$ cat src/hw/rtl/lce_ram.sv
`timescale 1ns / 1ps
// Generic single-write, single-read RAM with registered read data.
// No dependencies.
module lce_ram #(
   parameter int WIDTH = 64,
   parameter int DEPTH = 16
) (
   input  logic                     clock,
   input  logic                     wr_en,
   input  logic [$clog2(DEPTH)-1:0] wr_addr,
   input  logic [WIDTH-1:0]         wr_data,
   input  logic [$clog2(DEPTH)-1:0] rd_addr,
   output logic [WIDTH-1:0]         rd_data
);
   logic [WIDTH-1:0] mem_ff [DEPTH];
   logic [WIDTH-1:0] rd_data_ff;

   always_ff @(posedge clock) begin
      if (wr_en) begin
         mem_ff[wr_addr] <= wr_data;
      end
      rd_data_ff <= mem_ff[rd_addr];
   end

   assign rd_data = rd_data_ff;
endmodule

$ cat config.mk
export PLATFORM = sky130hd
export DESIGN_NAME = lce_ram
export DESIGN_NICKNAME = d
export VERILOG_FILES = /design/src/hw/rtl/lce_ram.sv
export SDC_FILE = /design/constraint.sdc
export NUM_CORES = 1
export LEC_CHECK = 0
export BUFFER_PORTS_ARGS = -buffer_cell sky130_fd_sc_hd__buf_4
export CORE_ASPECT_RATIO = 0.5
export CORE_MARGIN = 4
export CORE_UTILIZATION = 25
export CTS_CLUSTER_DIAMETER = 120
export CTS_CLUSTER_SIZE = 25
export DETAILED_ROUTE_END_ITERATION = 6
export GPL_TIMING_DRIVEN = 0
export SLEW_MARGIN = 5
export SYNTH_ARGS = -nofsm -noshare
export SYNTH_HDL_FRONTEND = slang
export SYNTH_SLANG_ARGS = --single-unit
$ cat constraint.sdc
create_clock -name clock -period 7.4 [get_ports clock]
set_clock_uncertainty 0.2 [all_clocks]
set_input_delay 0.37 -clock clock [delete_from_list [all_inputs] [get_ports clock]]
set_output_delay 0.37 -clock clock [all_outputs]
set_load 0.005 [all_outputs]
==> results.cfg <==
[clock_network]
cts.sinks = 1088
root_buffer = clkbuf_16
cts_tree = done
clock_path_buffers = 3
h-tree-depth = 2
clk_transition_reported_paths_ps = 100
insertion_delay_ps = 630
cts_made_buffers = 49
cts_setup_buffers = 0
post_cts_resized = 0

[logic_synthesis]
synth_common_cells = 1024 x edfxtp_1, 256 x mux4_2, 128 x a22oi_1, 65 x nand2_1, 64 x dfxtp_1
synth_edf_count = 1024
synth_area_leaders = edfxtp_1 78%, mux4_2 15%, dfxtp_1 3.2%
ys_warn_count = 0
syn_inst = 1647
syn_nets = 1721
synth_cell_type_count = 18
synth_top_area_share_pct = 77.7
synth_area_mm2 = 0.0396
yosysMostFrequentCell = edfxtp_1
synth-seq-cells = 1088
avgSynthCellArea_um2 = 24.0
synth_ff_type = edfxtp_1
async_flop_share_pct = 0
ys_seq_area_share_pct = 80.9
synth.largest_area_cell = edfxtp_1

[min_path]
worstHoldPathType = in2reg
holdPathStages = 4

[critical_path]
rrSetupSlack_ps = 5710
critical_path_arrival_ps = 2790
worst_path_largest_cell_delay_ps = 670
worst-setup-path-type = in2reg
critPathCapture = mem_ff[1][7]
cp_common_cell = buf_12
crit_cells = 7
cp_cell_sequence = dlygate4sd3_1, buf_4, nand2b_1, nor2_4, buf_16, buf_12, buf_12
startpoint = wr_addr[1]
startpoint_type = input port
r2r_cells = 3
timing.rr.end = rd_data[1]
crit_required_ps = 7540
end_kind = flip-flop
crit_fanout = 19
path_delay_family = buffers and inverters
slowest_stage = nor2_4
r2r-start = mem_ff[3][1]
worstPathBufferInverterCount = 5

[route]
ant_nets = 0
drtIter0Drc = 1835
first_pass_iters = 5
viasPerCell = 4.39
avgRoutedWirePerCell_um = 21.9
routed-via-count = 17978
routed_wl_um = 89800
drc = 0

[global_routing]
overflow = 0
grt_usage_pct = 10.6
grt_max_degree = 27
grt_pass1_vias = 18648
antenna_found_initial = 7
grt_pass1_wl_um = 129000

[die]
rows = 102
die_w_um = 571
ioPinCount = 138
die_height_um = 289
die_area_mm2 = 0.165
core_area_mm2 = 0.156
start_util_pct = 25.4

[flow_run]
max-cap-violations = 0

[timing]
setup_tns_ps = 0
finalCritPeriodShare_pct = 35.8
final.min_clock_period_ps = 2650
hold_viol = 0
max_freq_mhz = 378
worst_pin_slew_ps = 1280
rsz0062_at_grt = no
maxSlewViolCount = 0
setup_viol = 0
slew-limit-headroom_pct = 14.3

[run_status]
status = finished clean

[final_layout]
nets = 2048
fin_util_pct = 29.9
fillers = 14958
area_growth_pct = 17.8
drive_above_1_share_pct = 28.2

[power_and_ir_drop]
ir_worst_vdd_v = 0.000170
p_per_area_mw_per_mm2 = 230
p_leak_nw = 14.4

[placement]
dp_hpwl_um = 57600
place.gp.congestion = 0.685
io_buffers = 135
per-stage QoR:
step | instances | hold WS, ps | power, mW | cell area [um^2] | setup WS, ps
final | 4096 | 224 | 10.7 | 46600 | 4750
after CTS | 4094 | 172 | 10.8 | 46600 | 4770
after global placement | 3862 | 458 | 7.72 | 43200 | -4210
after detailed placement | 3936 | 462 | 7.75 | 44500 | 4390
after floorplan | 1647 | 269 | 7.39 | 39600 | 1400
after global routing | 4096 | 199 | 11.1 | 46600 | 4700
final cells by class:
class	count	area, um^2	share of cell area [%]
Sequential cell	1088	32000	68.7
Clock inverter	2	25.0	0.0537
Timing Repair Buffer	276	2870	6.16
Tap cell	2080	2600	5.58
Multi-Input combinational cell	475	7210	15.5
Clock buffer	89	1420	3.04
Antenna cell	2	5.00	0.0107
Buffer	84	452	0.969
worst register-to-register path: cells and delay by family, from the launching register on:
family / cells / cell delay [ps]
mux: 1 / 460
flops: 1 / 360
compound gates: 1 / 280
simple gates: 1 / 220
power by group:
part           switching [mW]  internal [mW]  total (mW)
Clock                    1.81           1.32        3.13
Sequential             0.0455           6.88        6.92
Combinational           0.379          0.317       0.696
Total                    2.23           8.51        10.7
placed cells by master (no fill, tap or decap), types with 4 or more instances in the layout:
master / instances
clkbuf_16: 51
nor2_4: 12
buf_4: 157
buf_16: 12
nand2_1: 65
clkbuf_1: 74
buf_12: 24
edfxtp_1: 1024
nor3_2: 4
buf_1: 16
buf_6: 33
mux4_2: 256
dlygate4sd3_1: 67
buf_2: 13
dfxtp_1: 64
a22oi_1: 128
cells by family (layout without fill, tap and decap cells):
kind of cell           after synthesis  count (layout)  share of synthesized area, %
AND/OR/NAND/NOR                     91              91                         0.942
buffers and inverters               84             451                          1.14
flip-flops                        1088            1088                          80.9
other                                0               2                             0
AO/OA/AOI/OAI                      128             128                          2.43
multiplexers                       256             256                          14.6
worst min-delay path by stage:
stage                        startpoint       endpoint  slack (ps)
after floorplan              wr_data[0]   mem_ff[0][0]         270
after global placement      wr_data[49]  mem_ff[2][49]         460
after detailed placement  mem_ff[4][45]    rd_data[45]         460
after CTS                    rd_addr[1]    rd_data[63]         170
after global routing         rd_addr[1]    rd_data[63]         200
final                        rd_addr[1]    rd_data[63]         220
sequential cells by signal, indices dropped and copies added, names as in the netlist:
register,cells
rd_data,64
mem_ff,1024
metal layers:
layer	global-route usage (%)	part of all wire (%)	vias to the layer above	wire length [um]
li1	-	-	7651	-
met1	13.2	39	9624	35300
met2	19.1	52	567	47100
met3	1.45	5.5	132	4900
met4	3.28	2.8	4	2510
met5	0	0.016	-	14
timing repair:
item | CTS | global route
setup endpoints to repair | 0 | 0
endpoints found under the hold margin | 1032 | 0
hold buffers | 67 | 0
Power figures use the tool's default switching activity.
