File: config.mk
export PLATFORM = sky130hd
export DESIGN_NAME = lce_div
export DESIGN_NICKNAME = d
export VERILOG_FILES = /design/src/hw/rtl/lce_pkg.sv /design/src/hw/rtl/lce_div.sv
export SDC_FILE = /design/constraint.sdc
export NUM_CORES = 1
export LEC_CHECK = 0
export BUFFER_PORTS_ARGS = -buffer_cell sky130_fd_sc_hd__buf_4
export CAP_MARGIN = 20
export CORE_MARGIN = 3
export CORE_UTILIZATION = 60
export DETAILED_ROUTE_END_ITERATION = 8
export PLACE_DENSITY_LB_ADDON = 0.25
export SYNTH_ARGS = -nofsm -noshare
export SYNTH_HDL_FRONTEND = slang
export SYNTH_SLANG_ARGS = --single-unit
File: constraint.sdc
create_clock -name clock -period 14.9 [get_ports clock]
set_clock_uncertainty 0.15 [all_clocks]
set_input_delay 2.98 -clock clock [delete_from_list [all_inputs] [get_ports clock]]
set_output_delay 2.98 -clock clock [all_outputs]
set_load 0.03 [all_outputs]
File: src/hw/rtl/lce_pkg.sv
`timescale 1ns / 1ps
// Shared types, constants and saturating helpers for the Lagrange coefficient engine.
// No dependencies; every file but lce_ram and lce_queue imports it.
package lce_pkg;

   localparam int MAX_POINTS_DEF = 16;
   localparam int PT_W           = 32;
   localparam int COEF_W         = 64;
   localparam int POW_W          = 6;
   localparam int MAG_B_W        = 33;
   localparam int PROD_W         = 97;
   localparam int NUM_W          = 112;
   localparam int DIV_CNT_W      = 7;

   localparam logic [COEF_W-1:0] ONE_Q32 = 64'h0000_0001_0000_0000;
   localparam logic [COEF_W-1:0] POS_MAX = 64'h7FFF_FFFF_FFFF_FFFF;
   localparam logic [COEF_W-1:0] NEG_MIN = 64'h8000_0000_0000_0000;

   typedef struct packed {
      logic                 start;
      logic [COEF_W-1:0]    a_mag;
      logic [MAG_B_W-1:0]   b_mag;
      logic                 neg;
   } mul_req_type;

   typedef struct packed {
      logic                 done;
      logic [COEF_W-1:0]    result;
      logic                 ovf;
      logic [PROD_W-1:0]    prod;
   } mul_rsp_type;

   typedef struct packed {
      logic                 start;
      logic [NUM_W-1:0]     num;
      logic [COEF_W-1:0]    den;
      logic                 neg;
   } div_req_type;

   typedef struct packed {
      logic                 done;
      logic [COEF_W-1:0]    result;
      logic                 ovf;
   } div_rsp_type;

   typedef enum logic [2:0] {
      MUL_IDLE, MUL_LO, MUL_HI, MUL_ADD, MUL_RND, MUL_SAT
   } mul_state_type;

   typedef enum logic [1:0] {
      DIV_IDLE, DIV_RUN, DIV_RND, DIV_SAT
   } div_state_type;

   typedef enum logic [4:0] {
      BK_IDLE, BK_DUP_RDI, BK_DUP_GETI, BK_DUP_RDM, BK_DUP_CMP,
      BK_PT_RD, BK_PT_GET, BK_M_CHECK, BK_M_GET, BK_B_TOP, BK_B_MUL,
      BK_B_PREV, BK_B_WAIT, BK_D_MUL, BK_D_WAIT, BK_T_RD, BK_T_GET,
      BK_T_MWAIT, BK_T_DWAIT, BK_T_ACC, BK_O_RD, BK_O_EMIT
   } back_state_type;

   function automatic logic [COEF_W-1:0] mag64(input logic [COEF_W-1:0] v);
      return v[COEF_W-1] ? (64'd0 - v) : v;
   endfunction

   function automatic logic [MAG_B_W-1:0] mag33(input logic [PT_W-1:0] v);
      logic [MAG_B_W-1:0] s;
      s = {v[PT_W-1], v};
      return v[PT_W-1] ? (33'd0 - s) : s;
   endfunction

   // {overflow, value}
   function automatic logic [COEF_W:0] sat_add(input logic [COEF_W-1:0] a,
                                               input logic [COEF_W-1:0] b);
      logic [COEF_W-1:0] s;
      s = a + b;
      if (a[COEF_W-1] == b[COEF_W-1] && s[COEF_W-1] != a[COEF_W-1])
         return {1'b1, a[COEF_W-1] ? NEG_MIN : POS_MAX};
      return {1'b0, s};
   endfunction

   function automatic logic [COEF_W:0] sat_sub(input logic [COEF_W-1:0] a,
                                               input logic [COEF_W-1:0] b);
      logic [COEF_W-1:0] s;
      s = a - b;
      if (a[COEF_W-1] != b[COEF_W-1] && s[COEF_W-1] != a[COEF_W-1])
         return {1'b1, a[COEF_W-1] ? NEG_MIN : POS_MAX};
      return {1'b0, s};
   endfunction

endpackage

File: src/hw/rtl/lce_div.sv
`timescale 1ns / 1ps
// Bit-serial restoring divider, 112-bit numerator by 64-bit divisor, one bit a cycle,
// rounding half away from zero and saturating to signed 64 bits. Depends on lce_pkg.
module lce_div (
   input  logic                 clock,
   input  logic                 reset,
   input  lce_pkg::div_req_type req,
   output lce_pkg::div_rsp_type rsp
);
   import lce_pkg::*;

   div_state_type        state_ff, state_in;
   logic [NUM_W-1:0]     num_ff, num_in;
   logic [NUM_W-1:0]     q_ff, q_in;
   logic [NUM_W:0]       qr_ff, qr_in;
   logic [COEF_W-1:0]    rem_ff, rem_in;
   logic [COEF_W-1:0]    den_ff, den_in;
   logic                 neg_ff, neg_in;
   logic [DIV_CNT_W-1:0] cnt_ff, cnt_in;
   logic [COEF_W-1:0]    res_ff, res_in;
   logic                 ovf_ff, ovf_in;
   logic                 done_ff, done_in;
   logic [COEF_W:0]      rem_sh_w;
   logic                 ge_w;
   logic                 rnd_w;

   assign rem_sh_w = {rem_ff, num_ff[NUM_W-1]};
   assign ge_w     = rem_sh_w >= {1'b0, den_ff};
   assign rnd_w    = {rem_ff, 1'b0} >= {1'b0, den_ff};

   always_comb begin
      state_in = state_ff;
      num_in   = num_ff;
      q_in     = q_ff;
      qr_in    = qr_ff;
      rem_in   = rem_ff;
      den_in   = den_ff;
      neg_in   = neg_ff;
      cnt_in   = cnt_ff;
      res_in   = res_ff;
      ovf_in   = ovf_ff;
      done_in  = 1'b0;
      unique case (state_ff)
         DIV_IDLE: begin
            if (req.start) begin
               num_in   = req.num;
               den_in   = req.den;
               neg_in   = req.neg;
               rem_in   = '0;
               q_in     = '0;
               cnt_in   = DIV_CNT_W'(NUM_W - 1);
               state_in = DIV_RUN;
            end
         end
         DIV_RUN: begin
            rem_in = ge_w ? COEF_W'(rem_sh_w - {1'b0, den_ff}) : rem_sh_w[COEF_W-1:0];
            q_in   = {q_ff[NUM_W-2:0], ge_w};
            num_in = {num_ff[NUM_W-2:0], 1'b0};
            cnt_in = cnt_ff - 1'b1;
            if (cnt_ff == '0) begin
               state_in = DIV_RND;
            end
         end
         DIV_RND: begin
            qr_in    = {1'b0, q_ff} + {{NUM_W{1'b0}}, rnd_w};
            state_in = DIV_SAT;
         end
         DIV_SAT: begin
            if (!neg_ff) begin
               ovf_in = |qr_ff[NUM_W:63];
               res_in = ovf_in ? POS_MAX : qr_ff[63:0];
            end else begin
               ovf_in = (|qr_ff[NUM_W:64]) || (qr_ff[63] && (|qr_ff[62:0]));
               res_in = ovf_in ? NEG_MIN : (64'd0 - qr_ff[63:0]);
            end
            done_in  = 1'b1;
            state_in = DIV_IDLE;
         end
         default: state_in = DIV_IDLE;
      endcase
   end

   always_ff @(posedge clock) begin
      num_ff <= num_in;
      q_ff   <= q_in;
      qr_ff  <= qr_in;
      rem_ff <= rem_in;
      den_ff <= den_in;
      neg_ff <= neg_in;
      cnt_ff <= cnt_in;
      res_ff <= res_in;
      ovf_ff <= ovf_in;
      if (reset) begin
         state_ff <= DIV_IDLE;
         done_ff  <= 1'b0;
      end else begin
         state_ff <= state_in;
         done_ff  <= done_in;
      end
   end

   assign rsp.done   = done_ff;
   assign rsp.result = res_ff;
   assign rsp.ovf    = ovf_ff;
endmodule

==> flow_metrics.py <==
metrics = {
    "finish": {
        "drive_gt1_frac": 0.185,
        "multi_input_area_um2": 11200,
        "final_nets": 2870,
        "syn2layout_area_growth_pct": 14.7,
        "seq_area_um2": 16200,
        "nFillCells": 3171,
        "fin_cells": 3260,
    },
    "global_route": {
        "grt.overflow.total": 0,
        "grt_pass1_wl_mm": 98.3,
        "grt_max_degree": 157,
        "grt_pass1_vias": 19025,
        "antenna_found_initial": 1,
        "grt_util_all_layers": 0.242,
    },
    "clock_network": {
        "post-cts-setup-buffers": 0,
        "cts-root-buf": "clkbuf_16",
        "cts_tree": "yes",
        "hold_buffers": 0,
        "cts-buffers-inserted": 54,
        "clock-sinks": 541,
        "htree_levels": 2,
        "cts_buffer_depth": 3,
        "clock_latency_ps": 610,
        "ctsResizeCount": 0,
        "cts.clk_slew.worst_paths_ps": 60,
    },
    "setup_path": {
        "reg2reg_to": "qr_ff[103]$_DFFE_PP_",
        "startpoint_type": "input pin",
        "regToRegStartpoint": "rem_ff[49]$_SDFFCE_PN0P_",
        "cp_max_fo": 156,
        "endpoint": "rem_ff[60]$_SDFFCE_PN0P_",
        "cp.required_ps": 14970,
        "startpoint": "req[177]",
        "arrival_ps": 6130,
        "crit_path_end_kind": "flip-flop",
        "ff2ff_path_depth": 16,
        "path_class": "input pin to flip-flop",
        "ff2ff_setup_slack_ps": 9440,
    },
    "sta": {
        "finalHoldViolations": 0,
        "hold-worst-slack_ps": 384,
        "finalSetupTns_ps": 0,
        "period_share": 0.406,
        "timing.slew.headroom": 0.351,
        "rsz0062_at_grt": "no",
        "drv_slew": 0,
        "min_period_ps": 6060,
        "max_freq_mhz": 165,
        "setup_viol": 0,
        "tightest_slew_ps": 971,
    },
    "synth": {
        "synth_top_area_frac": 0.575,
        "synth_area_leaders": "edfxtp_1 (58%), mux2_2 (4.5%), ha_1 (3.3%), xnor2_1 (3.1%), and2_1 (2.6%)",
        "yosys_register_bits": 541,
        "syn_nets": 2651,
        "ys_warn_count": 0,
        "netlist_instances": 2396,
        "synth_top_family_by_area": "simple AND/OR/NAND/NOR gates",
        "synth_area_um2": 28100,
        "yosys.area_share.simple": 0.153,
        "synth.area.mux_share": 0.0606,
        "async_reset_ff_frac": 0,
        "synth_top_cell_by_area": "edfxtp_1",
        "synth_top_flop_cell": "edfxtp_1",
        "ys_seq_area_frac": 0.577,
        "synth_cell_types": 75,
        "synth_xor_area_frac": 0.0530,
        "synth_compound_area_frac": 0.0951,
        "synth_edf_count": 538,
        "synth_adder_area_share": 0.0337,
        "syn_area_per_cell_um2": 11.7,
    },
    "floorplanning": {
        "die_area_um2": 49500,
        "die_h_um": 222,
        "core_region_area_um2": 45800,
        "ios": 246,
        "rows": 78,
        "die_w_um": 222,
        "initial_core_util": 0.614,
    },
    "route": {
        "num_vias": 19654,
        "dr.pass1.iters": 6,
        "ant_nets": 0,
        "drt_iter0_markers": 2066,
        "wl_met1_mm": 25.7,
        "wl_per_cell_um": 18.8,
        "avgViaCountPerCell": 6.03,
        "wl_met2_mm": 30.0,
        "drc": 0,
        "top_layer_used": "met4",
        "wl_met3_mm": 3.97,
        "wirelength_mm": 61.4,
    },
    "power_and_ir_drop": {
        "total_power_mw": 6.90,
        "leakage_nw": 12.0,
        "p_per_area_nw_per_um2": 214,
        "irDropWorstVdd_mv": 0.184,
    },
    "placement": {
        "io_buffers": 245,
        "dpl.cell_count": 3158,
        "dp_hpwl_mm": 42.3,
        "routabilityCongestion": 0.936,
    },
    "min_path": {
        "hold_class": "flip-flop to flip-flop",
    },
    "outcome": {
        "status": "complete, no violations",
    },
    "job": {
        "cap_violations": 0,
    },
}
[Yosys cell counts, types with 5 or more instances]
cell type,number
a211o_1,5
a211oi_1,12
a21o_1,38
a21oi_1,138
a2bb2oi_1,9
a31o_2,7
a31oi_1,17
a41oi_1,6
and2_1,117
and3_1,37
and4_1,7
buf_1,6
buf_2,6
clkbuf_1,84
edfxtp_1,538
ha_1,74
inv_1,105
mux2_2,112
mux2i_1,44
nand2_1,171
nand2b_1,17
nand3_1,72
nand3b_1,7
nand4_1,47
nor2_1,182
nor2b_1,16
nor3_1,58
nor4_1,37
o211ai_1,13
o21a_1,12
o21ai_0,83
o21ai_1,5
o21bai_1,10
o22a_1,17
o311ai_0,12
o311ai_1,9
o31ai_1,5
or2_2,8
or3_1,17
or4_1,7
xnor2_1,100
xor2_1,70
[layout by cell type, fill, tap and decap left out, drive strengths merged, types with 6 or more instances in the layout]
master   instances
edfxtp         538
buf            260
nor2           185
nand2          171
a21oi          138
and2           120
mux2           112
inv            108
xnor2          100
o21ai           88
ha              74
nand3           72
xor2            70
clkbuf          69
nor3            59
nand4           49
mux2i           44
a21o            38
nor4            38
and3            37
clkinv          24
o311ai          21
or3             20
nand2b          17
o22a            17
a31oi           17
nor2b           16
o211ai          13
a211oi          12
o21a            12
o21bai          10
or2             10
a2bb2oi          9
or4              8
and4             7
nand3b           7
a31o             7
a41oi            6
[state kept, by name, indices dropped and copies added, names as in the netlist]
name and flops:
done_ff 1, res_ff 64, neg_ff 1, ovf_ff 1
rem_ff 64, den_ff 64, state_ff 2, q_ff 112
num_ff 112, qr_ff 113, cnt_ff 7
[worst max-delay path, cell delays in order]
cell and delay, ps:
buf_4 80, and2_4 730, a21o_4 760, buf_12 650
buf_4 820
[through the flow]
stage          worst slack [ps]  utilization  area [um2]
6_report                   8840        0.704       32200
5_1_grt                    8500        0.704       32200
4_1_cts                    8700        0.704       32200
3_5_place_dp               8070        0.666       30500
3_3_place_gp               8180        0.666       30500
2_1_floorplan              3590            -       28100
[cell type report]
type | count | area share
tap | 600 | 0.0233
inverter | 106 | 0.0123
timing repair buffer | 261 | 0.0611
multi-input combinational | 1651 | 0.346
antenna | 1 | 0.0000777
clock inverter | 32 | 0.00947
sequential | 541 | 0.503
clock buffer | 68 | 0.0442
[cells by family (layout without fill, tap and decap cells)]
group,after synthesis,in the layout
buffers and inverters,204,467
and+or+nand+nor,830,830
xor gates and xnor gates,170,170
muxes,156,156
AOI/OAI and AO/OA,420,420
DFF,541,541
adders and majority gates,75,75
other,0,1
[power breakdown]
group	switching [mW]	leakage [nW]	internal (mW)
combinational	1.60	5.96	1.03
clock	0.569	0.849	0.766
sequential	0.377	5.15	2.55
total	2.55	12.0	4.35
[worst min path at each step]
| stage | start | to | slack [ps] | cells past startpoint |
|---|---|---|---|---|
| 6_report | num_ff[2]$_DFFE_PP_ | num_ff[3]$_DFFE_PP_ | 380 | 1 |
| 3_3_place_gp | num_ff[66]$_DFFE_PP_ | num_ff[67]$_DFFE_PP_ | 370 | 1 |
| 5_1_grt | num_ff[2]$_DFFE_PP_ | num_ff[3]$_DFFE_PP_ | 410 | 1 |
| 3_5_place_dp | num_ff[74]$_DFFE_PP_ | num_ff[75]$_DFFE_PP_ | 380 | 1 |
| 2_1_floorplan | state_ff[0]$_SDFFE_PP0P_ | state_ff[0]$_SDFFE_PP0P_ | 360 | 2 |
| 4_1_cts | num_ff[2]$_DFFE_PP_ | num_ff[3]$_DFFE_PP_ | 390 | 1 |
[routing by layer]
layer | GRT usage | vias up
met5 | 0 | -
met4 | 0.0736 | 0
met3 | 0.0383 | 112
met2 | 0.409 | 758
met1 | 0.327 | 9474
li1 | - | 9310
(Power assumes the default switching activity.)
