==> src/hw/rtl/lce_queue.sv <==
`timescale 1ns / 1ps
// Two-entry run queue between the point loader and the solver.
// No dependencies.
module lce_queue #(
   parameter int WIDTH = 5
) (
   input  logic             clock,
   input  logic             reset,
   input  logic             push,
   input  logic [WIDTH-1:0] push_data,
   input  logic             pop,
   output logic [WIDTH-1:0] pop_data,
   output logic             empty,
   output logic             full
);
   logic [WIDTH-1:0] entry_ff [2];
   logic [WIDTH-1:0] entry_in [2];
   logic             wr_ptr_ff, wr_ptr_in;
   logic             rd_ptr_ff, rd_ptr_in;
   logic [1:0]       cnt_ff, cnt_in;
   logic             do_push, do_pop;

   assign empty    = (cnt_ff == 2'd0);
   assign full     = (cnt_ff == 2'd2);
   assign do_push  = push && !full;
   assign do_pop   = pop && !empty;
   assign pop_data = entry_ff[rd_ptr_ff];

   always_comb begin
      entry_in = entry_ff;
      if (do_push) begin
         entry_in[wr_ptr_ff] = push_data;
      end
      wr_ptr_in = do_push ? !wr_ptr_ff : wr_ptr_ff;
      rd_ptr_in = do_pop ? !rd_ptr_ff : rd_ptr_ff;
      cnt_in    = cnt_ff + {1'b0, do_push} - {1'b0, do_pop};
   end

   always_ff @(posedge clock) begin
      entry_ff <= entry_in;
      if (reset) begin
         wr_ptr_ff <= 1'b0;
         rd_ptr_ff <= 1'b0;
         cnt_ff    <= 2'd0;
      end else begin
         wr_ptr_ff <= wr_ptr_in;
         rd_ptr_ff <= rd_ptr_in;
         cnt_ff    <= cnt_in;
      end
   end
endmodule

==> config.mk <==
export PLATFORM = sky130hd
export DESIGN_NAME = lce_queue
export DESIGN_NICKNAME = d
export VERILOG_FILES = /design/src/hw/rtl/lce_queue.sv
export SDC_FILE = /design/constraint.sdc
export NUM_CORES = 1
export LEC_CHECK = 0
export BUFFER_PORTS_ARGS = -buffer_cell sky130_fd_sc_hd__buf_2
export CORE_AREA = 2 2 39 41
export DETAILED_ROUTE_END_ITERATION = 12
export DIE_AREA = 0 0 41 43
export PLACE_DENSITY_LB_ADDON = 0.1
export SYNTH_ARGS = -nofsm -noshare
export SYNTH_HDL_FRONTEND = slang
export SYNTH_SLANG_ARGS = --single-unit
==> constraint.sdc <==
create_clock -name clock -period 1.97 [get_ports clock]
set_clock_uncertainty 0.1 [all_clocks]
set_input_delay 0.4925 -clock clock [delete_from_list [all_inputs] [get_ports clock]]
set_output_delay 0.4925 -clock clock [all_outputs]
set_load 0.01 [all_outputs]
==> impl_metrics.json, run 1 <==
{
  "hold_class": "in -> reg",
  "met2_usage_pct": 22.81,
  "synthesis.nets": 52,
  "period_share_pct": 93.95,
  "area_growth_pct": 22.32,
  "cts_resized": 0,
  "routedWlPerCell_um": 11.43,
  "port_buffers": 15,
  "grt_usage_pct": 12.18,
  "internal_power_mw": 0.6365,
  "grt-busiest-layer": "met2",
  "max-slew-margin-rel_pct": 81.25,
  "dr.pass1.iters": 3,
  "max_freq_mhz": 540.3,
  "grt_pass1_vias": 372,
  "antenna_found_initial": 0,
  "power.switching_mw": 0.2714,
  "overflow": 0,
  "ir_drop_v": 0.0004901,
  "netlist_area_um2": 571.8,
  "die_h_um": 43,
  "fin_hold_ws_ns": 0.3092,
  "crit_path_start_kind": "register",
  "design.core.area_mm2": 0.001384,
  "root_buffer": "clkbuf_4",
  "path_max_fanout": 6,
  "postCtsSetupBuffers": 0,
  "required_ns": 1.38,
  "antenna_cells": 0,
  "ios": 16,
  "power_density_mw_per_mm2": 1298,
  "dp_slack_ns": 0.1226,
  "rsz0062_at_grt": "no",
  "synth_warnings": 0,
  "h-tree-depth": 1,
  "fin_crit_ns": 1.851,
  "clock_latency_ns": 0.27,
  "vias": 363,
  "ys_types": 21,
  "slew_viol_final": 0,
  "synthCells": 41,
  "status": "completed",
  "tightest_slew_ns": 0.2808,
  "drive_above_1_share_pct": 40.68,
  "num_rows": 14,
  "drt_iter0_markers": 3,
  "setup-tns-final_ns": 0,
  "dieArea_mm2": 0.001763,
  "crit_arrival_ns": 1.26,
  "cp-startpoint": "rd_ptr_ff",
  "viasPerCell": 4.840,
  "setup_slack_ns": 0.1191,
  "synth_seq_cells": 14,
  "ys_seq_area_share_pct": 66.52,
  "maxCapViolations": 0,
  "p_clk_share_pct": 21.5,
  "cp-end-kind": "output port",
  "clkTransAtPathRegs_ns": 0.08,
  "dp_hpwl_um": 710.8,
  "drcViolationCount": 0,
  "ant_nets": 0,
  "crit_type": "reg -> out",
  "r2r_start": "cnt_ff[0]",
  "clockBufferDepth": 2,
  "seqPwrFrac_pct": 47.3,
  "p_sw_share_pct": 29.89,
  "grt_pass1_wl_um": 1393,
  "cts_buffers": 3,
  "nNetsFinal": 71,
  "setup_viol": 0,
  "gp_congestion": 0.7036,
  "avgSynthCellArea_um2": 13.95,
  "routed_wl_um": 857,
  "grt_max_degree": 9,
  "clock-sinks": 14,
  "p_comb_share_pct": 31.2,
  "hold_violations": 0,
  "grt_use_met1_pct": 10.62,
  "start_util_pct": 41.32,
  "worstHoldStart": "push_data[3]",
  "die_w_um": 41,
  "cts_hold_buf": 0,
  "p_leak_nw": 0.3075,
  "grtUsageMet3_pct": 3.141,
  "cts_tree": "built"
}
-- sequential cells by signal, summed over array words and instances (netlist names) --
name	count
cnt_ff	2
wr_ptr_ff	1
entry_ff	10
rd_ptr_ff	1
-- worst max-delay path, cell delays in order (launching register included) --
cell	delay [ns]
dfxtp_1	0.49
mux2_2	0.37
buf_2	0.14
-- cell families after synthesis --
| family | count (synthesis) | share of synthesized area (%) |
|---|---|---|
| flip-flops | 14 | 66.52 |
| buffers and inverters | 5 | 3.281 |
| XOR/XNOR | 2 | 3.064 |
| adder cells (fa/ha/maj) | 2 | 4.376 |
| AO/OA/AOI/OAI | 3 | 3.281 |
| AND/OR/NAND/NOR | 10 | 9.629 |
| multiplexers | 5 | 9.846 |
-- worst paths after layout --
check	end	slack, ns	cells after the start
min reg2reg	wr_ptr_ff	0.39	2
max	pop_data[0]	0.12	2
max reg2reg	cnt_ff[1]	0.23	8
min	entry_ff[8]	0.31	1
-- layer usage --
| layer | vias to the layer above | routed length, um |
|---|---|---|
| met5 | - | 0 |
| met4 | 0 | 0 |
| met1 | 175 | 289 |
| met3 | 0 | 61 |
| li1 | 178 | - |
| met2 | 10 | 506 |
-- per-stage QoR --
step / area [um^2] / power, mW / utilization, % / std cells
6_report: 699.4 / 0.9079 / 50.54 / 75
5_1_grt: 699.4 / 0.9804 / 50.54 / 75
4_1_cts: 699.4 / 0.9284 / 50.54 / 75
3_5_place_dp: 663.1 / 0.7298 / 47.92 / 71
3_3_place_gp: 663.1 / 0.7021 / 47.92 / 71
2_1_floorplan: 571.8 / 0.6242 / - / 41
-- power groups by stage --
stage	logic, mW	clock network [mW]	registers, mW
final	0.284	0.195	0.430
after floorplan	0.214	0	0.410
after CTS	0.292	0.204	0.432
after global placement	0.270	0	0.432
after detailed placement	0.290	0	0.440
after global routing	0.320	0.218	0.442
-- cells in the mapped netlist, drive strengths merged --
library cell / instances / share of area (%)
ha: 2 / 4.4
and2: 1 / 1.1
nand2b: 1 / 1.5
nor2b: 1 / 1.1
edfxtp: 10 / 53
mux2: 5 / 9.8
inv: 4 / 2.6
o21ai: 1 / 0.87
or3: 1 / 1.1
xor2: 1 / 1.5
clkbuf: 1 / 0.66
nor3: 1 / 0.87
xnor2: 1 / 1.5
nor2: 3 / 2.0
a21oi: 1 / 0.87
dfxtp: 4 / 14
o21a: 1 / 1.5
nand2: 1 / 0.66
and3: 1 / 1.3
-- cell type report --
type	count	area, um^2
clock buffer	4	36.28
fill	133	684.4
inverter	4	15.01
multi-input combinational	22	172.7
sequential	14	380.4
tap	16	20.02
timing repair buffer	15	75.07
-- cells in the final DEF, fill, tap and decap left out, types with 2 or more instances in the layout --
master / count
buf_2: 15
nor2_1: 3
clkbuf_4: 3
ha_1: 2
dfxtp_1: 4
inv_1: 3
mux2_1: 4
edfxtp_1: 10
(Power assumes the default switching activity.)
==> run 2: changes to the inputs <==
--- a/config.mk
+++ b/config.mk
@@ -5,6 +5,7 @@
 export SDC_FILE = /design/constraint.sdc
 export NUM_CORES = 1
 export LEC_CHECK = 0
+export ABC_AREA = 1
 export BUFFER_PORTS_ARGS = -buffer_cell sky130_fd_sc_hd__buf_2
 export CORE_AREA = 2 2 39 41
 export DETAILED_ROUTE_END_ITERATION = 12
==> run 2 against run 1 <==
Effect of this change: worst hold slack got worse by 0.032 ns; global-route usage up 0.13 points; first-iteration DRC count up 33%; highest routed layer is now met4.
==> impl_metrics.json, run 2 <==
{
  "status": "completed",
  "fin_crit_ns": 1.890,
  "grt_usage_pct": 12.31,
  "largest_reg_flops": 10,
  "clockBufferDepth": 2,
  "setup_slack_ns": 0.07984,
  "cts_hold_buf": 0,
  "drt_iter0_markers": 4,
  "synthCells": 53,
  "endpoint": "pop_data[1]",
  "dp_hpwl_um": 675.7,
  "grt_max_degree": 9,
  "port_buffers": 15,
  "ys_top_cells_by_count": "10 x edfxtp_1, 10 x inv_1, 8 x nand2_1, 7 x nor2_1, 5 x mux2_4",
  "hold_class": "in -> reg",
  "path_max_fanout": 7,
  "p_leak_nw": 0.3479,
  "synth-async-reset-ratio_pct": 0,
  "clkTransAtPathRegs_ns": 0.08,
  "crit_type": "reg -> out",
  "yosysTopAreaCellShare_pct": 48.68,
  "yosys.area.top_type": "edfxtp_1",
  "viasPerCell": 4.460,
  "required_ns": 1.38,
  "design.core.area_mm2": 0.001384,
  "synthesis.nets": 64,
  "die_w_um": 41,
  "ys_seq_area_share_pct": 61.66,
  "ys_types": 11,
  "netlist_area_um2": 616.8,
  "avgSynthCellArea_um2": 11.64,
  "r2r-end": "cnt_ff[1]",
  "antenna_found_initial": 0,
  "max-slew-margin-rel_pct": 69.06,
  "antenna_cells": 0,
  "root_buffer": "clkbuf_4",
  "grt_pass1_wl_um": 1380,
  "setup-tns-final_ns": 0,
  "clock_latency_ns": 0.27,
  "start_util_pct": 44.58,
  "synth.area.top_cells": "edfxtp_1 49%, dfxtp_1 13%, mux2_4 12%",
  "critPathSlowestCell": "dfxtp_1",
  "drive_above_1_share_pct": 33.80,
  "most-common-layout-cells": "15 x buf_2, 10 x inv_1, 10 x edfxtp_1, 8 x nand2_1, 7 x nor2_1",
  "clock-sinks": 14,
  "ios": 16,
  "ir_drop_v": 0.0005557,
  "synth_seq_cells": 14,
  "routed_wl_um": 855,
  "worstRegToRegCells": 10,
  "synth_edf_count": 10,
  "top_regs": "entry_ff: 10 flops, cnt_ff: 2 flops",
  "cts_resized": 0,
  "dp_slack_ns": 0.2701,
  "cp_slowest_stage_delay_ns": 0.56,
  "nNetsFinal": 83,
  "crit_path_start_kind": "register",
  "top_register": "entry_ff",
  "rrSetupSlack_ns": 0.34,
  "drcViolationCount": 0,
  "max_freq_mhz": 529.1,
  "rsz0062_at_grt": "no",
  "vias": 388,
  "synth_warnings": 0,
  "power_density_mw_per_mm2": 1239,
  "ys.flop_type": "edfxtp_1",
  "crit_chain": "mux2_4 -> buf_2",
  "period_share_pct": 95.95,
  "area_growth_pct": 17.85,
  "grt_pass1_vias": 380,
  "ant_nets": 0,
  "gp_congestion": 0.6728,
  "maxCapViolations": 0,
  "die_h_um": 43,
  "crit_cells": 2,
  "crit_arrival_ns": 1.30,
  "setup_viol": 0,
  "final_common_cell": "buf_2",
  "cp_num_buf_inv": 1,
  "h-tree-depth": 1,
  "cts_buffers": 3,
  "dieArea_mm2": 0.001763,
  "cp-end-kind": "output port",
  "routedWlPerCell_um": 9.828,
  "tightest_slew_ns": 0.4624,
  "worstHoldStart": "reset",
  "postCtsSetupBuffers": 0,
  "p_total_mw": 0.9005,
  "r2r_start": "cnt_ff[0]",
  "crit_family": "flip-flops",
  "num_rows": 14,
  "cp-startpoint": "rd_ptr_ff",
  "slew_viol_final": 0,
  "dr.pass1.iters": 4,
  "cts_tree": "built",
  "hold_violations": 0,
  "overflow": 0,
  "fill_cells": 134
}
[run 2: layout make-up]
cell class | count | area, um^2 | share of cell area [%]
timing repair buffer | 15 | 75.07 | 10.33
tap | 16 | 20.02 | 2.754
inverter | 10 | 37.54 | 5.164
sequential | 14 | 380.4 | 52.32
multi-input combinational | 28 | 187.7 | 25.82
clock inverter | 1 | 3.754 | 0.5164
clock buffer | 3 | 22.52 | 3.098
[run 2: worst min path at each step]
stage                     end  slack, ns  cells past startpoint
floorplan           wr_ptr_ff       0.37                      2
global placement    wr_ptr_ff       0.40                      2
detailed placement  wr_ptr_ff       0.40                      2
CTS                 cnt_ff[0]       0.27                      2
global route        cnt_ff[0]       0.28                      2
finish              cnt_ff[0]       0.28                      2
[run 2: through the flow]
step                hold slack [ns]  cells  area [um^2]  util [%]
finish                       0.2770     87        726.9     52.53
global route                 0.2835     87        726.9     52.53
CTS                          0.2698     87        726.9     52.53
detailed placement           0.4014     83        700.7     50.63
global placement             0.4032     83        700.7     50.63
floorplan                    0.3750     53        616.8         -
[run 2: cells by family after synthesis]
kind of cell    Yosys count  synth area share (%)
compound gates            2                 1.623
fa+ha+maj                 2                 4.056
buf+inv                  11                 7.911
flops                    14                 61.66
mux                       5                 12.17
simple gates             19                 12.58
[run 2: power by group]
part	switching [mW]	total [mW]	internal, mW	leakage, nW
sequential	0.0454	0.427	0.382	0.127
clock	0.0822	0.155	0.0732	0.0154
combinational	0.165	0.318	0.153	0.206
[run 2: layer usage]
layer	part of all wire (%)	global-route usage [%]
met1	44	13.79
met2	49	19.38
met3	5.6	3.141
met4	1.1	8.000
met5	0	0
==> run 3: changes to the inputs <==
==> constraint.sdc (replaced) <==
create_clock -name clock -period 2.2 [get_ports clock]
set_clock_uncertainty 0.1 [all_clocks]
set_input_delay 0.55 -clock clock [delete_from_list [all_inputs] [get_ports clock]]
set_output_delay 0.55 -clock clock [all_outputs]
set_load 0.01 [all_outputs]
==> run 3 against run 2 <==
Effect of this change: register-to-register slack gained 0.24 ns; combinational power fell by 10%; die area unchanged; design area is 0.52% lower; setup slack better by 0.17 ns; non-clock buffer count did not move; cell count is 1.1% lower; critical path depth stayed put; utilization is 0.27 points lower; critical endpoint unchanged; largest cell class unchanged.
==> impl_metrics.json, run 3 (same netlist as run 2, synthesis figures left out) <==
{
  "status": "completed",
  "fill_cells": 141,
  "cts_buffers": 3,
  "rrSetupSlack_ns": 0.58,
  "vias": 395,
  "clock-sinks": 14,
  "crit_family": "flip-flops",
  "clkTransAtPathRegs_ns": 0.07,
  "p_total_mw": 0.7955,
  "p_clk_share_pct": 16.1,
  "maxCapViolations": 0,
  "setup_viol": 0,
  "design.core.area_mm2": 0.001384,
  "hold_class": "in -> reg",
  "critPathSlowestCell": "dfxtp_1",
  "num_rows": 14,
  "p_leak_nw": 0.3463,
  "area_growth_pct": 17.24,
  "gp_congestion": 0.6679,
  "routedWlPerCell_um": 9.419,
  "required_ns": 1.55,
  "cts_hold_buf": 0,
  "root_buffer": "clkbuf_4",
  "utilization_pct": 52.26,
  "p_sw_share_pct": 31.93,
  "setup-tns-final_ns": 0,
  "clockBufferDepth": 2,
  "h-tree-depth": 1,
  "layoutNonFillerInstCount": 86,
  "multi_input_area_um2": 187.7,
  "die_w_um": 41,
  "grt_pass1_vias": 380,
  "cp-end-kind": "output port",
  "dieArea_mm2": 0.001763,
  "drive_above_1_share_pct": 34.29,
  "antenna_found_initial": 0,
  "power_density_mw_per_mm2": 1100,
  "port_buffers": 15,
  "tightest_slew_ns": 0.4297,
  "dp.cells": 83,
  "crit_type": "reg -> out",
  "overflow": 0,
  "grt_usage_pct": 11.37,
  "final_common_cell": "buf_2",
  "cts_resized": 0,
  "routed_wl_um": 810,
  "largest_reg_flops": 10,
  "die_h_um": 43,
  "dr.pass1.iters": 4,
  "start_util_pct": 44.58,
  "seqCellArea_um2": 380.4,
  "period_share_pct": 88.58,
  "ir_drop_v": 0.0005060,
  "fin_crit_ns": 1.949,
  "nNetsFinal": 83,
  "top_regs": "entry_ff: 10 flops, cnt_ff: 2 flops",
  "path_max_fanout": 7,
  "ios": 16,
  "seqPwrFrac_pct": 48.1,
  "grt_max_degree": 8,
  "clock_latency_ns": 0.26,
  "cp_num_buf_inv": 1,
  "drcViolationCount": 0,
  "max-slew-margin-rel_pct": 71.25,
  "top_register": "entry_ff",
  "internal_power_mw": 0.5415,
  "cts_tree": "built",
  "power.switching_mw": 0.2540,
  "p_comb_share_pct": 35.9,
  "dp_slack_ns": 0.4214,
  "crit_path_start_kind": "register",
  "crit_arrival_ns": 1.30,
  "postCtsSetupBuffers": 0,
  "ant_nets": 0,
  "viasPerCell": 4.593,
  "dp_hpwl_um": 673.1,
  "grt_pass1_wl_um": 1393,
  "hold_violations": 0,
  "antenna_cells": 0,
  "slew_viol_final": 0,
  "rsz0062_at_grt": "no",
  "cp_slowest_stage_delay_ns": 0.57,
  "setup_slack_ns": 0.2512,
  "crit_chain": "mux2_4 -> buf_2",
  "max_freq_mhz": 513.1,
  "most-common-layout-cells": "15 x buf_2, 10 x inv_1, 10 x edfxtp_1, 8 x nand2_1, 7 x nor2_1",
  "drt_iter0_markers": 6
}
==> run 3: changes by cell type in the layout (fill, tap and decap cells not counted) <==
cell      previous run  this run
clkinv_1             1         0
==> run 3: area by class of cell <==
class,instances,share of cell area (%)
inverters,10,5.190
flip-flops and latches,14,52.60
clock buffers,3,3.114
well taps,16,2.768
multi-input cells,28,25.95
repair buffers,15,10.38
==> run 3: path summary, 6_finish.rpt <==
kind,cells past startpoint,end,from
setup / recovery,2,pop_data[1],rd_ptr_ff
hold / removal,2,cnt_ff[0],reset
setup reg to reg,10,cnt_ff[1],cnt_ff[0]
hold reg to reg,2,wr_ptr_ff,wr_ptr_ff
==> run 3: metal layers <==
metal	track usage, %	vias to the layer above	wire length [um]
li1	-	206	-
met1	12.37	176	339
met2	21.25	13	413
met3	2.094	0	57
met4	2.000	0	0
met5	0	-	0
==> run 3: metrics by stage <==
| stage | cell area, um^2 | hold slack (ns) |
|---|---|---|
| after floorplan | 616.8 | 0.3750 |
| after global placement | 700.7 | 0.4059 |
| after detailed placement | 700.7 | 0.4077 |
| after CTS | 723.2 | 0.3435 |
| after global routing | 723.2 | 0.3531 |
| final | 723.2 | 0.3482 |
==> run 3: power by group through the flow <==
stage          Sequential, mW  Clock [mW]  Combinational, mW
2_1_floorplan           0.366           0              0.238
3_3_place_gp            0.388           0              0.289
3_5_place_dp            0.390           0              0.290
4_1_cts                 0.384       0.134              0.291
5_1_grt                 0.390       0.144              0.338
6_report                0.382       0.128              0.285
